[src/sv/scbp_pkg.sv]
`timescale 1ns / 1ps
`default_nettype none
// ----------------------------------------------------------------------------
// scbp_pkg
// Shared types, codes and helpers of the shape command byte parser.
// ----------------------------------------------------------------------------
package scbp_pkg;

    localparam int LETTER_COUNT    = 26;
    localparam int VALUE_BITS      = 32;
    localparam int LETTER_IDX_BITS = $clog2(LETTER_COUNT);
    localparam int BASE_BITS       = 16;
    localparam int OUT_BITS        = 4 + 10 * 32 + 3;
    localparam int OUT_TDATA_BITS  = ((OUT_BITS + 7) / 8) * 8;

    localparam logic [7:0] QUOTE_BYTE = 8'd34;
    localparam logic [7:0] CH_0       = 8'h30;
    localparam logic [7:0] CH_9       = 8'h39;
    localparam logic [7:0] CH_LA      = 8'h61;
    localparam logic [7:0] CH_LF      = 8'h66;
    localparam logic [7:0] CH_LZ      = 8'h7a;
    localparam logic [7:0] CMD_CLEAR  = 8'h5a; // Z
    localparam logic [7:0] CMD_RECT   = 8'h52; // R
    localparam logic [7:0] CMD_CIRCLE = 8'h4f; // O
    localparam logic [7:0] CMD_POINT  = 8'h50; // P
    localparam logic [7:0] CMD_POLY   = 8'h4c; // L
    localparam logic [7:0] CMD_RADIX  = 8'h23; // #
    localparam logic [7:0] CMD_COLOUR = 8'h43; // C
    localparam logic [7:0] CMD_TEXT   = 8'h54; // T
    localparam logic [7:0] CMD_SERIES = 8'h2c; // ,
    localparam logic [7:0] CMD_GRAPH  = 8'h47; // G
    localparam logic [7:0] CMD_QUERY  = 8'h3f; // ?

    localparam logic [BASE_BITS-1:0] DEC_BASE = BASE_BITS'(10);
    localparam logic [BASE_BITS-1:0] HEX_BASE = BASE_BITS'(16);
    localparam logic [VALUE_BITS-1:0] DISPLAY_TURN = VALUE_BITS'(1);

    localparam logic [3:0] EV_NONE      = 4'd0;
    localparam logic [3:0] EV_CLEAR     = 4'd1;
    localparam logic [3:0] EV_RECT      = 4'd2;
    localparam logic [3:0] EV_CIRCLE    = 4'd3;
    localparam logic [3:0] EV_POINT     = 4'd4;
    localparam logic [3:0] EV_POLYGON   = 4'd5;
    localparam logic [3:0] EV_TEXT      = 4'd6;
    localparam logic [3:0] EV_SERIES    = 4'd7;
    localparam logic [3:0] EV_GRAPH     = 4'd8;
    localparam logic [3:0] EV_TEXTSTART = 4'd9;
    localparam logic [3:0] EV_TEXTCHAR  = 4'd10;
    localparam logic [3:0] EV_QUERY     = 4'd11;

    localparam logic [LETTER_IDX_BITS-1:0] L_C = LETTER_IDX_BITS'(2);
    localparam logic [LETTER_IDX_BITS-1:0] L_D = LETTER_IDX_BITS'(3);
    localparam logic [LETTER_IDX_BITS-1:0] L_F = LETTER_IDX_BITS'(5);
    localparam logic [LETTER_IDX_BITS-1:0] L_H = LETTER_IDX_BITS'(7);
    localparam logic [LETTER_IDX_BITS-1:0] L_I = LETTER_IDX_BITS'(8);
    localparam logic [LETTER_IDX_BITS-1:0] L_S = LETTER_IDX_BITS'(18);
    localparam logic [LETTER_IDX_BITS-1:0] L_W = LETTER_IDX_BITS'(22);
    localparam logic [LETTER_IDX_BITS-1:0] L_X = LETTER_IDX_BITS'(23);
    localparam logic [LETTER_IDX_BITS-1:0] L_Y = LETTER_IDX_BITS'(24);

    typedef logic [VALUE_BITS-1:0] value_t;
    typedef value_t [LETTER_COUNT-1:0] letters_t;

    typedef struct packed {
        logic                       clear;
        logic                       wr_en;
        logic [LETTER_IDX_BITS-1:0] wr_idx;
        value_t                     wr_data;
    } attr_wr_t;

    typedef struct packed {
        logic [2:0]  direction;
        logic [31:0] size;
        logic [31:0] font;
        logic [31:0] value;
        logic [31:0] group_id;
        logic [31:0] color;
        logic [31:0] diameter;
        logic [31:0] height;
        logic [31:0] width;
        logic [31:0] pos_y;
        logic [31:0] pos_x;
        logic [3:0]  event_res;
    } result_t;

    // sign-extend or cut a stored value to a 32-bit field
    function automatic logic [31:0] field32(input value_t v);
        return 32'(signed'(v));
    endfunction

    function automatic logic [31:0] short16(input value_t v);
        return 32'(signed'(v[15:0]));
    endfunction

endpackage
`default_nettype wire

[src/sv/scbp_attr_regs.sv]
`timescale 1ns / 1ps
`default_nettype none
// ----------------------------------------------------------------------------
// scbp_attr_regs
// The 26 letter attribute registers: one write port, clear-all on command.
// ----------------------------------------------------------------------------
module scbp_attr_regs (
    input  wire logic              clk,
    input  wire logic              rst_n,
    input  wire scbp_pkg::attr_wr_t wr,
    output scbp_pkg::letters_t     letters
);
    import scbp_pkg::*;

    letters_t letters_reg;

    always_ff @(posedge clk or negedge rst_n)
    begin
        if (!rst_n)
        begin
            letters_reg <= '0;
        end
        else if (wr.clear)
        begin
            letters_reg <= '0;
        end
        else if (wr.wr_en)
        begin
            letters_reg[wr.wr_idx] <= wr.wr_data;
        end
    end

    assign letters = letters_reg;

endmodule
`default_nettype wire

[src/sv/scbp_decoder.sv]
`timescale 1ns / 1ps
`default_nettype none
// ----------------------------------------------------------------------------
// scbp_decoder
// Decodes one command byte against the parser state: result, next state and
// attribute write.
// ----------------------------------------------------------------------------
module scbp_decoder (
    input  wire logic [7:0]                     in_byte,
    input  wire scbp_pkg::value_t               acc,
    input  wire logic [scbp_pkg::BASE_BITS-1:0] base,
    input  wire logic [7:0]                     last_byte,
    input  wire logic                           in_quote,
    input  wire scbp_pkg::letters_t             letters,
    output scbp_pkg::result_t                   res,
    output scbp_pkg::value_t                    acc_next,
    output logic [scbp_pkg::BASE_BITS-1:0]      base_next,
    output logic                                quote_next,
    output scbp_pkg::attr_wr_t                  attr_wr
);
    import scbp_pkg::*;

    logic                            is_digit;
    logic [3:0]                      digit;
    logic [VALUE_BITS+BASE_BITS-1:0] prod;
    value_t                          turn;
    value_t                          size_p1;

    always_comb
    begin
        is_digit = ((in_byte >= CH_0) && (in_byte <= CH_9)) ||
                   ((base > DEC_BASE) && (in_byte >= CH_LA) && (in_byte <= CH_LF));
        digit    = (in_byte <= CH_9) ? 4'(in_byte - CH_0) : 4'(in_byte - CH_LA + 8'd10);
        prod     = (VALUE_BITS + BASE_BITS)'(acc) * (VALUE_BITS + BASE_BITS)'(base);
        turn     = letters[L_D] + DISPLAY_TURN;
        size_p1  = letters[L_S] + VALUE_BITS'(1);

        res        = '0;
        acc_next   = acc;
        base_next  = base;
        quote_next = in_quote;
        attr_wr    = '0;

        if (in_byte == QUOTE_BYTE)
        begin
            if (last_byte == QUOTE_BYTE)
            begin
                if (in_quote)
                begin
                    res.event_res = EV_TEXTSTART;
                end
                else
                begin
                    // doubled quote outside text: literal quote, text resumes
                    res.event_res = EV_TEXTCHAR;
                    res.value     = 32'(QUOTE_BYTE);
                    quote_next    = 1'b1;
                end
            end
            else if (in_quote)
            begin
                quote_next = 1'b0;
            end
            else
            begin
                quote_next    = 1'b1;
                res.event_res = EV_TEXTSTART;
            end
        end
        else if (in_quote)
        begin
            res.event_res = EV_TEXTCHAR;
            res.value     = 32'(in_byte);
        end
        else if (is_digit)
        begin
            acc_next = VALUE_BITS'(prod) + VALUE_BITS'(digit);
        end
        else if ((in_byte >= CH_LA) && (in_byte <= CH_LZ))
        begin
            attr_wr.wr_en   = 1'b1;
            attr_wr.wr_idx  = LETTER_IDX_BITS'(in_byte - CH_LA);
            attr_wr.wr_data = acc;
            acc_next        = '0;
            base_next       = DEC_BASE;
        end
        else
        begin
            unique case (in_byte)
                CMD_CLEAR:
                begin
                    res.event_res = EV_CLEAR;
                    attr_wr.clear = 1'b1;
                    acc_next      = '0;
                    base_next     = DEC_BASE;
                end
                CMD_RECT:
                begin
                    res.event_res = EV_RECT;
                    res.pos_x     = field32(letters[L_X]);
                    res.pos_y     = field32(letters[L_Y]);
                    res.width     = field32(letters[L_W]);
                    res.height    = field32(letters[L_H]);
                    res.color     = field32(letters[L_C]);
                    res.group_id  = field32(letters[L_I]);
                    acc_next      = '0;
                    base_next     = DEC_BASE;
                end
                CMD_CIRCLE:
                begin
                    res.event_res = EV_CIRCLE;
                    res.pos_x     = field32(letters[L_X]);
                    res.pos_y     = field32(letters[L_Y]);
                    res.diameter  = field32(letters[L_D]);
                    res.color     = field32(letters[L_C]);
                    res.group_id  = field32(letters[L_I]);
                    acc_next      = '0;
                    base_next     = DEC_BASE;
                end
                CMD_POINT:
                begin
                    res.event_res = EV_POINT;
                    res.pos_x     = short16(letters[L_X]);
                    res.pos_y     = short16(letters[L_Y]);
                end
                CMD_POLY:
                begin
                    res.event_res = EV_POLYGON;
                    res.color     = field32(letters[L_C]);
                    res.group_id  = field32(letters[L_I]);
                    acc_next      = '0;
                    base_next     = DEC_BASE;
                end
                CMD_RADIX:
                begin
                    base_next = (acc == '0) ? HEX_BASE : BASE_BITS'(acc);
                    acc_next  = '0;
                end
                CMD_COLOUR:
                begin
                    attr_wr.wr_en   = 1'b1;
                    attr_wr.wr_idx  = L_C;
                    attr_wr.wr_data = acc;
                    acc_next        = '0;
                    base_next       = DEC_BASE;
                end
                CMD_TEXT:
                begin
                    res.event_res = EV_TEXT;
                    res.pos_x     = field32(letters[L_X]);
                    res.pos_y     = field32(letters[L_Y]);
                    res.color     = field32(letters[L_C]);
                    res.group_id  = field32(letters[L_I]);
                    res.font      = field32(letters[L_F]);
                    res.size      = field32(size_p1);
                    // remainder by four, sign follows the dividend
                    if (turn[VALUE_BITS-1] && (turn[1:0] != 2'b00))
                        res.direction = {1'b1, turn[1:0]};
                    else
                        res.direction = {1'b0, turn[1:0]};
                end
                CMD_SERIES:
                begin
                    res.event_res = EV_SERIES;
                    res.value     = field32(acc);
                    acc_next      = '0;
                    base_next     = DEC_BASE;
                end
                CMD_GRAPH:
                begin
                    res.event_res = EV_GRAPH;
                    res.value     = field32(acc);
                    res.width     = field32(letters[L_W]);
                    acc_next      = '0;
                    base_next     = DEC_BASE;
                end
                CMD_QUERY:
                begin
                    res.event_res = EV_QUERY;
                end
                default:
                begin
                    res.event_res = EV_NONE;
                end
            endcase
        end
    end

endmodule
`default_nettype wire

[src/sv/shape_command_byte_parser_unit.sv]
`timescale 1ns / 1ps
`default_nettype none
// ----------------------------------------------------------------------------
// shape_command_byte_parser_unit
// Command byte parser for a shape display: one event result per byte.
// ----------------------------------------------------------------------------
// One result transfer for every input byte, in order. A byte enters an input
// register, and in the cycle it leaves that register the decoder updates the
// accumulator, radix, quote flag and letter registers and loads the result
// register, so the unit sustains one byte per clock while the results are
// taken. A byte waits in the input register while the result register holds
// an untaken result. The single multiply-add of the digit accumulator
// (32 x 16 bits) sits in the decode logic between the two registers. Input is
// taken while a result waits if the input register is empty or can drain.
module shape_command_byte_parser_unit (
    input  wire logic                                clk,
    input  wire logic                                rst_n,
    input  wire logic                                s_axis_tvalid,
    output logic                                     s_axis_tready,
    input  wire logic [7:0]                          s_axis_tdata,  // [7:0] in_byte
    output logic                                     m_axis_tvalid,
    input  wire logic                                m_axis_tready,
    // low bit up: event_res[3:0], pos_x, pos_y, width, height, diameter,
    // color, group_id, value, font, size (32 each), direction[2:0], zero pad
    output logic [scbp_pkg::OUT_TDATA_BITS-1:0]      m_axis_tdata
);
    import scbp_pkg::*;

    logic                 in_valid_reg;
    logic [7:0]           in_byte_reg;
    logic                 out_valid_reg;
    result_t              out_res_reg;
    value_t               acc_reg;
    logic [BASE_BITS-1:0] base_reg;
    logic [7:0]           last_byte_reg;
    logic                 quote_reg;

    result_t              res_next;
    value_t               acc_next;
    logic [BASE_BITS-1:0] base_next;
    logic                 quote_next;
    attr_wr_t             attr_wr;
    attr_wr_t             attr_wr_gated;
    letters_t             letters;
    logic                 advance;

    assign advance       = in_valid_reg && (!out_valid_reg || m_axis_tready);
    assign s_axis_tready = !in_valid_reg || advance;

    always_comb
    begin
        attr_wr_gated       = attr_wr;
        attr_wr_gated.clear = attr_wr.clear && advance;
        attr_wr_gated.wr_en = attr_wr.wr_en && advance;
    end

    scbp_decoder u_decoder (
        .in_byte    (in_byte_reg),
        .acc        (acc_reg),
        .base       (base_reg),
        .last_byte  (last_byte_reg),
        .in_quote   (quote_reg),
        .letters    (letters),
        .res        (res_next),
        .acc_next   (acc_next),
        .base_next  (base_next),
        .quote_next (quote_next),
        .attr_wr    (attr_wr)
    );

    scbp_attr_regs u_attr_regs (
        .clk     (clk),
        .rst_n   (rst_n),
        .wr      (attr_wr_gated),
        .letters (letters)
    );

    always_ff @(posedge clk or negedge rst_n)
    begin
        if (!rst_n)
        begin
            in_valid_reg  <= 1'b0;
            out_valid_reg <= 1'b0;
            acc_reg       <= '0;
            base_reg      <= DEC_BASE;
            last_byte_reg <= 8'd0;
            quote_reg     <= 1'b0;
        end
        else
        begin
            if (s_axis_tready)
                in_valid_reg <= s_axis_tvalid;
            if (advance)
                out_valid_reg <= 1'b1;
            else if (m_axis_tready)
                out_valid_reg <= 1'b0;
            if (advance)
            begin
                acc_reg       <= acc_next;
                base_reg      <= base_next;
                last_byte_reg <= in_byte_reg;
                quote_reg     <= quote_next;
            end
        end
    end

    always_ff @(posedge clk)
    begin
        if (s_axis_tready && s_axis_tvalid)
            in_byte_reg <= s_axis_tdata;
        if (advance)
            out_res_reg <= res_next;
    end

    assign m_axis_tvalid = out_valid_reg;
    assign m_axis_tdata  = OUT_TDATA_BITS'(out_res_reg);

    a_ready_when_empty: assert property (@(posedge clk) disable iff (!rst_n)
        !in_valid_reg |-> s_axis_tready)
        else $error("input register empty but not ready");

    a_result_follows_decode: assert property (@(posedge clk) disable iff (!rst_n)
        advance |=> m_axis_tvalid)
        else $error("decoded byte produced no result");

    a_event_in_range: assert property (@(posedge clk) disable iff (!rst_n)
        m_axis_tvalid |-> (out_res_reg.event_res <= EV_QUERY))
        else $error("event code out of range");

    a_quote_closes: assert property (@(posedge clk) disable iff (!rst_n)
        (advance && quote_reg && (in_byte_reg == QUOTE_BYTE) &&
         (last_byte_reg != QUOTE_BYTE)) |=> !quote_reg)
        else $error("closing quote did not end text");

    a_state_holds_idle: assert property (@(posedge clk) disable iff (!rst_n)
        !advance |=> ($stable(acc_reg) && $stable(base_reg) && $stable(quote_reg)))
        else $error("parser state changed without a byte");

endmodule
`default_nettype wire

[config.mk]
export PLATFORM = sky130hd
export DESIGN_NAME = shape_command_byte_parser_unit
export DESIGN_NICKNAME = d
export VERILOG_FILES = /design/src/sv/scbp_pkg.sv /design/src/sv/scbp_attr_regs.sv /design/src/sv/scbp_decoder.sv /design/src/sv/shape_command_byte_parser_unit.sv
export SDC_FILE = /design/constraint.sdc
export NUM_CORES = 2
export LEC_CHECK = 0
export BUFFER_PORTS_ARGS = -buffer_cell sky130_fd_sc_hd__buf_2
export CORE_ASPECT_RATIO = 0.6
export CORE_MARGIN = 2
export CORE_UTILIZATION = 55
export DETAILED_ROUTE_END_ITERATION = 8
export PLACE_DENSITY = 0.87
export SYNTH_ARGS = -nofsm -noshare
export SYNTH_HDL_FRONTEND = slang
export SYNTH_SLANG_ARGS = --single-unit
[constraint.sdc]
create_clock -name clk -period 10.4 [get_ports clk]
set_clock_uncertainty 0.1 [all_clocks]
set_input_delay 2.08 -clock clk [delete_from_list [all_inputs] [get_ports clk]]
set_output_delay 2.08 -clock clk [all_outputs]
set_load 0.02 [all_outputs]
Word-level counts from Yosys, hierarchy flattened
Index checks and enable logic that the tools add are counted.

storage, ports and cells
  register bits after elaboration = 1226
  latch bits = 0
  memory bits (writable) = 0
  ROM bits = 0
  bits of input ports = 12
  output and inout port bits = 330
  memories kept = 0

cells by class
  add/subtract/negate cells = 6
  $mul = 1
  divide/modulo/power cells = 0
  order comparisons = 8
  equality and inequality tests = 13
  shift-type cells = 0
  multiplexer cells = 42
  bitwise gates (word level) = 8
  reductions and logical operators = 36

operators by type and width
  kind                                                 number
  two-way mux 832 bit                                  2
  bitwise mux 832 bit                                  1
  two-way mux 260 bit                                  2
  two-way mux 32 bit                                   11
  demux 32 bit (select 5 bit)                          1
  case mux 64 bit (2 select lines)                     1
  two-way mux 39 bit                                   3
  two-way mux 38 bit                                   2
  adder 32 x 1 -> 32 bit, second input constant        2
  == test 8 x 7 -> 1 bit, second input constant        8
  two-way mux 64 bit                                   1
  == test 8 x 6 -> 1 bit, second input constant        5
  case mux 4 bit (9 select lines)                      1
  adder 32 x 4 -> 32 bit                               1
  zero test 32 bit                                     1
  multiplier 32 x 16 -> 32 bit                         1
  two-way mux 16 bit                                   2
  case mux 16 bit (2 select lines)                     1
  OR reduction 5 bit                                   5
  two-way mux 4 bit                                    5
  > comparator 16 x 4 -> 1 bit, second input constant  1
  <= comparator 8 x 7 -> 1 bit, second input constant  2
  logical AND 1 bit                                    10
  >= comparator 8 x 6 -> 1 bit, second input constant  1
  other kinds (24)                                     44

Longest topological paths before layout
  depth after elaboration = 14
  gate-level depth with buffers = 24

Cells and area by module
A second synthesis with hierarchy kept.

second synthesis, totals
  cell total of the unflattened synthesis = 5469
  area total of the unflattened synthesis = 64732.1 sq um

by module, submodules not included
  module                          times used  cells each  area an instance (sq um)
  scbp_attr_regs                  1           2841        36000.8
  scbp_decoder                    1           2160        16329.4
  shape_command_byte_parser_unit  1           468         12401.9

Worst setup path after synthesis
No wires, ideal clock.

  kind = input -> register
  start point = input port m_axis_tready
  end point = register u_attr_regs.letters_reg (netlist bit u_attr_regs.letters[580])
  arrival = 11.393 ns
  required time = 10.167 ns
  setup slack = -1.226 ns
  stages = 11
  path buffers = 3
  path through = nand2b_1 -> nand2_1 -> clkinv_1 -> and3_1 -> buf_2 -> and3_1 -> and3b_1 -> buf_2 -> buf_2 -> nand3_1 -> o21ai_0

on the way
  word-level cells in the longest chain between the ends = 4
  elaborated cells on any way between the ends = 6
  classes of those cells = mux: 1; reduce/logical: 5

ends and longest elaborated chain
  element                                                           RTL line                                                                    source
  from (decl)                                                       shape_command_byte_parser_unit.sv:22                                        input wire logic m_axis_tready,
  logical OR 1 bit (*)                                              shape_command_byte_parser_unit.sv:47                                        assign advance = in_valid_reg && (!out_valid_reg || m_axis_tready);
  logical AND 1 bit (*)                                             shape_command_byte_parser_unit.sv:47
  via advance                                                       shape_command_byte_parser_unit.sv:45                                        logic advance;
  logical AND 1 bit (on tied branches)                              shape_command_byte_parser_unit.sv:53, shape_command_byte_parser_unit.sv:54
  two-way mux 832 bit / nonzero test 2 bit (equally long branches)  -
  to (signal, indexed assignment)                                   scbp_attr_regs.sv:29                                                        letters_reg[wr.wr_idx] <= wr.wr_data;
  to (decl)                                                         scbp_attr_regs.sv:15                                                        letters_t letters_reg;

The timed path passes the listed nets; every way through them passes the cells marked *.
A chain may end at the register's enable or synchronous reset.

Worst setup path after layout
  start point = register base_reg[3]
  end point = register acc_reg[26]

on the way
  word-level cells in the longest chain between the ends = 6
  elaborated cells on any way between the ends = 9
  classes of those cells = add/sub: 1; mul: 1; order compare: 1; mux: 1; reduce/logical: 5

ends and longest elaborated chain
  element                                                                               RTL line                               source
  from (decl)                                                                           shape_command_byte_parser_unit.sv:34   logic [BASE_BITS-1:0] base_reg;
  from (signal assigned)                                                                shape_command_byte_parser_unit.sv:100  base_reg <= base_next;
  parallel branches: the longest is 6 deep, another holds multiplier 32 x 16 -> 32 bit  -
  to (signal assigned)                                                                  shape_command_byte_parser_unit.sv:99   acc_reg <= acc_next;
  to (decl)                                                                             shape_command_byte_parser_unit.sv:33   value_t acc_reg;

Parallel ways; which one is timed is not known.

==> impl_metrics.toml <==
[status]
status = "finished clean"

[synthesis]
syn_inst = 3902
synth_top_area_cell = "edfxtp_1"
synth_edf_count = 335
yosysUniqueCellTypes = 73
syn_area_um2 = 39500
syn_nets = 4302
yosys-top-cells-area = "edfxtp_1, dfrtp_1, fa_1"
ys_warn_count = 0
ys.flop_type = "dfrtp_1"
syn_avg_cell_area_um2 = 10.1
ys_async_sr_fraction_pct = 50.9
ys_ff_latch = 682
seq_area_frac_synth_pct = 47.4
synth_top_area_share_pct = 25.5

[clock_tree]
cts_inserted_buffers = 67
cts_setup_buffers = 0
path_clk_slew_ns = 0.06
clk_latency_ns = 0.63
cts-root-buf = "clkbuf_16"
clk_path_buf_depth = 3
ctsResizeCount = 0
cts_sinks = 682
cts_htree_levels = 3
tritoncts = "built"
holdBufCountCts = 0

[pwr]
finalPower_uw = 6300
p_seq_share_pct = 48.8
power.internal_uw = 4540
power.density_nw_per_um2 = 143
pwr-share-comb_pct = 12.2
leakagePower_uw = 0.0192
switching_power_uw = 1750
clkPwrFrac_pct = 38.9
swShare_pct = 27.9
peakVddDrop_mv = 0.145

[critical_path]
crit_path_start_kind = "flop"
crit_buf_inv = 7
critPathTopFamily = "adder cells"
path_max_fanout = 24
cp-end-kind = "flop"
arrival_ns = 7.79
slowest_delay_ns = 0.94
criticalPathCategory = "flop to flop"
rrSetupSlack_ns = 3.02
r2r_cells = 22
crit_chain = "inv_1 > nor2_1 > fa_1 > inv_1 > fa_1 > inv_1 > ha_1 > inv_1 > fa_1 > inv_1 > fa_1 > inv_1 > fa_1 > inv_1 > ha_1 > a21o_1 > a221oi_1 > a31oi_1 > o211ai_1 > a21boi_0 > or3_1 > a32o_1"
critPathSlowestCell = "dfstp_2"
r2r_end = "acc_reg[26]"
cpMostUsedCell = "inv_1"
worstPathRequired_ns = 10.81
r2r_start = "base_reg[3]"

[floorplan]
num_rows = 76
start_util_pct = 55.3
ioPinCount = 342
dieWidth_um = 350
die-area_um2 = 74100
core_area_um2 = 71400
die_height_um = 212

[flow_run]
maxCapViolCount = 0

[global_route]
grt-ovfl-total = 0
grt_start_max_net_pins = 173
grt_use_total_pct = 30.7
grt_antenna_before_repair = 4
grt_pass1_wl_um = 171000
grt_pass1_vias = 29000

[route]
avgViaCountPerCell = 5.78
post_drt_wl_per_cell_um = 22.0
final_antenna_net_count = 0
vias = 29600
initialDrtViolationCount = 3980
dr.pass1.iters = 6
totalWireLength_um = 112000
drc_errors = 0

[timing]
period_share_pct = 71.0
setup_viol = 0
fin_ws_ns = 3.02
tightest_slew_ns = 1.33
drv_slew = 0
finalHoldViolations = 0
fin_setup_tns_ns = 0
rsz0062_at_grt = "false"
whs_ns = 0.381
fmaxAchievable_mhz = 135
fin_crit_ns = 7.38
slew_headroom_pct = 10.9

[cells_and_area]
final_nets = 4491
area_delta_synth_final_pct = 11.5
drive_above_1_share_pct = 12.9
largest_reg_flops = 327

[min_path]
holdPathStages = 2
min_from = "last_byte_reg[5]"
hp-class = "flop to flop"
hold_end = "last_byte_reg[5]"

[placement]
post-place-ws_ns = 3.21
place_congestion = 0.976
numPortBuffers = 340
dp_hpwl_um = 73600
-- how the worst max path moves through the flow --
stage | startpoint | endpoint | slack (ns) | cells after the start
final | base_reg[3] | acc_reg[26] | 3.02 | 22
after global routing | base_reg[3] | acc_reg[26] | 2.77 | 22
after CTS | base_reg[3] | acc_reg[26] | 3.18 | 22
after detailed placement | base_reg[3] | acc_reg[26] | 3.21 | 22
after global placement | acc_reg[8] | acc_reg[26] | 3.41 | 19
after floorplan | m_axis_tready | u_attr_regs.letters[580] | 2.77 | 11
-- stage by stage --
step | instance area (um^2) | utilization, % | std cells
2_1_floorplan | 39500 | - | 3902
3_3_place_gp | 41900 | 58.6 | 4997
3_5_place_dp | 41900 | 58.6 | 4997
4_1_cts | 44000 | 61.7 | 5120
5_1_grt | 44000 | 61.7 | 5121
6_report | 44000 | 61.7 | 5122
-- power groups by stage --
stage / Sequential, uW / Combinational, uW / Clock (uW)
2_1_floorplan: 3160 / 399 / 0
3_3_place_gp: 3120 / 732 / 0
3_5_place_dp: 3130 / 752 / 0
4_1_cts: 3070 / 756 / 2460
5_1_grt: 3080 / 824 / 2570
6_report: 3080 / 771 / 2450
-- area by class of cell --
type | count | area [um^2]
clock buffers | 98 | 1940
fillers | 5429 | 27400
well taps | 975 | 1220
inverters | 421 | 1590
flip-flops and latches | 682 | 18800
multi-input cells | 2524 | 18200
diodes | 2 | 5.00
repair buffers | 395 | 2140
clock inverters | 25 | 249
-- routing by layer --
layer	global-route usage (%)	vias to the layer above	wire [um]
met5	0	-	0
met4	11.4	0	4210
met2	45.8	1848	50100
met1	43.7	14700	43600
met3	7.97	293	14600
li1	-	12800	-
-- cell usage after synthesis (31+ instances only) --
master      n
xnor2_1    41
nand2_1   858
nor2_1     72
and2_1    406
xor2_1     44
nand3_1    87
fa_1      311
inv_1     419
clkbuf_1  222
a21oi_1    68
buf_2      45
ha_1       77
edfxtp_1  335
o21ai_1    31
o21ai_0   309
dfrtp_1   345
-- worst reg2reg max path, cell delays in order (launching register included) --
cell and delay (ns):
dfstp_2 0.94, inv_1 0.30, nor2_1 0.21, fa_1 0.42, inv_1 0.08, fa_1 0.41, inv_1 0.07, ha_1 0.16
inv_1 0.07, fa_1 0.53, inv_1 0.05, fa_1 0.49, inv_1 0.06, fa_1 0.55, inv_1 0.05, ha_1 0.37
a21o_1 0.23, a221oi_1 0.63, a31oi_1 0.24, o211ai_1 0.51, a21boi_0 0.20, or3_1 0.35, a32o_1 0.25
-- cell families (layout without fill, tap and decap cells) --
kind of cell | Yosys count | after routing | share of synthesized area (%)
xor gates and xnor gates | 85 | 85 | 1.88
muxes | 2 | 2 | 0.0538
and+or+nand+nor | 1542 | 1542 | 18.4
adders and majority gates | 388 | 388 | 18.2
buffers and inverters | 696 | 939 | 6.76
AOI/OAI and AO/OA | 506 | 506 | 7.20
other | 1 | 3 | 0.00949
DFF | 682 | 682 | 47.4
-- cells in the final DEF (no fill, tap or decap), types with 70 or more instances in the layout --
cell type,instances
nand2_1,858
edfxtp_1,335
ha_1,77
fa_1,311
o21ai_0,309
dfrtp_1,337
clkbuf_16,70
and2_1,406
buf_2,339
nor2_1,70
nand3_1,87
inv_1,419
(Power assumes the default switching activity.)
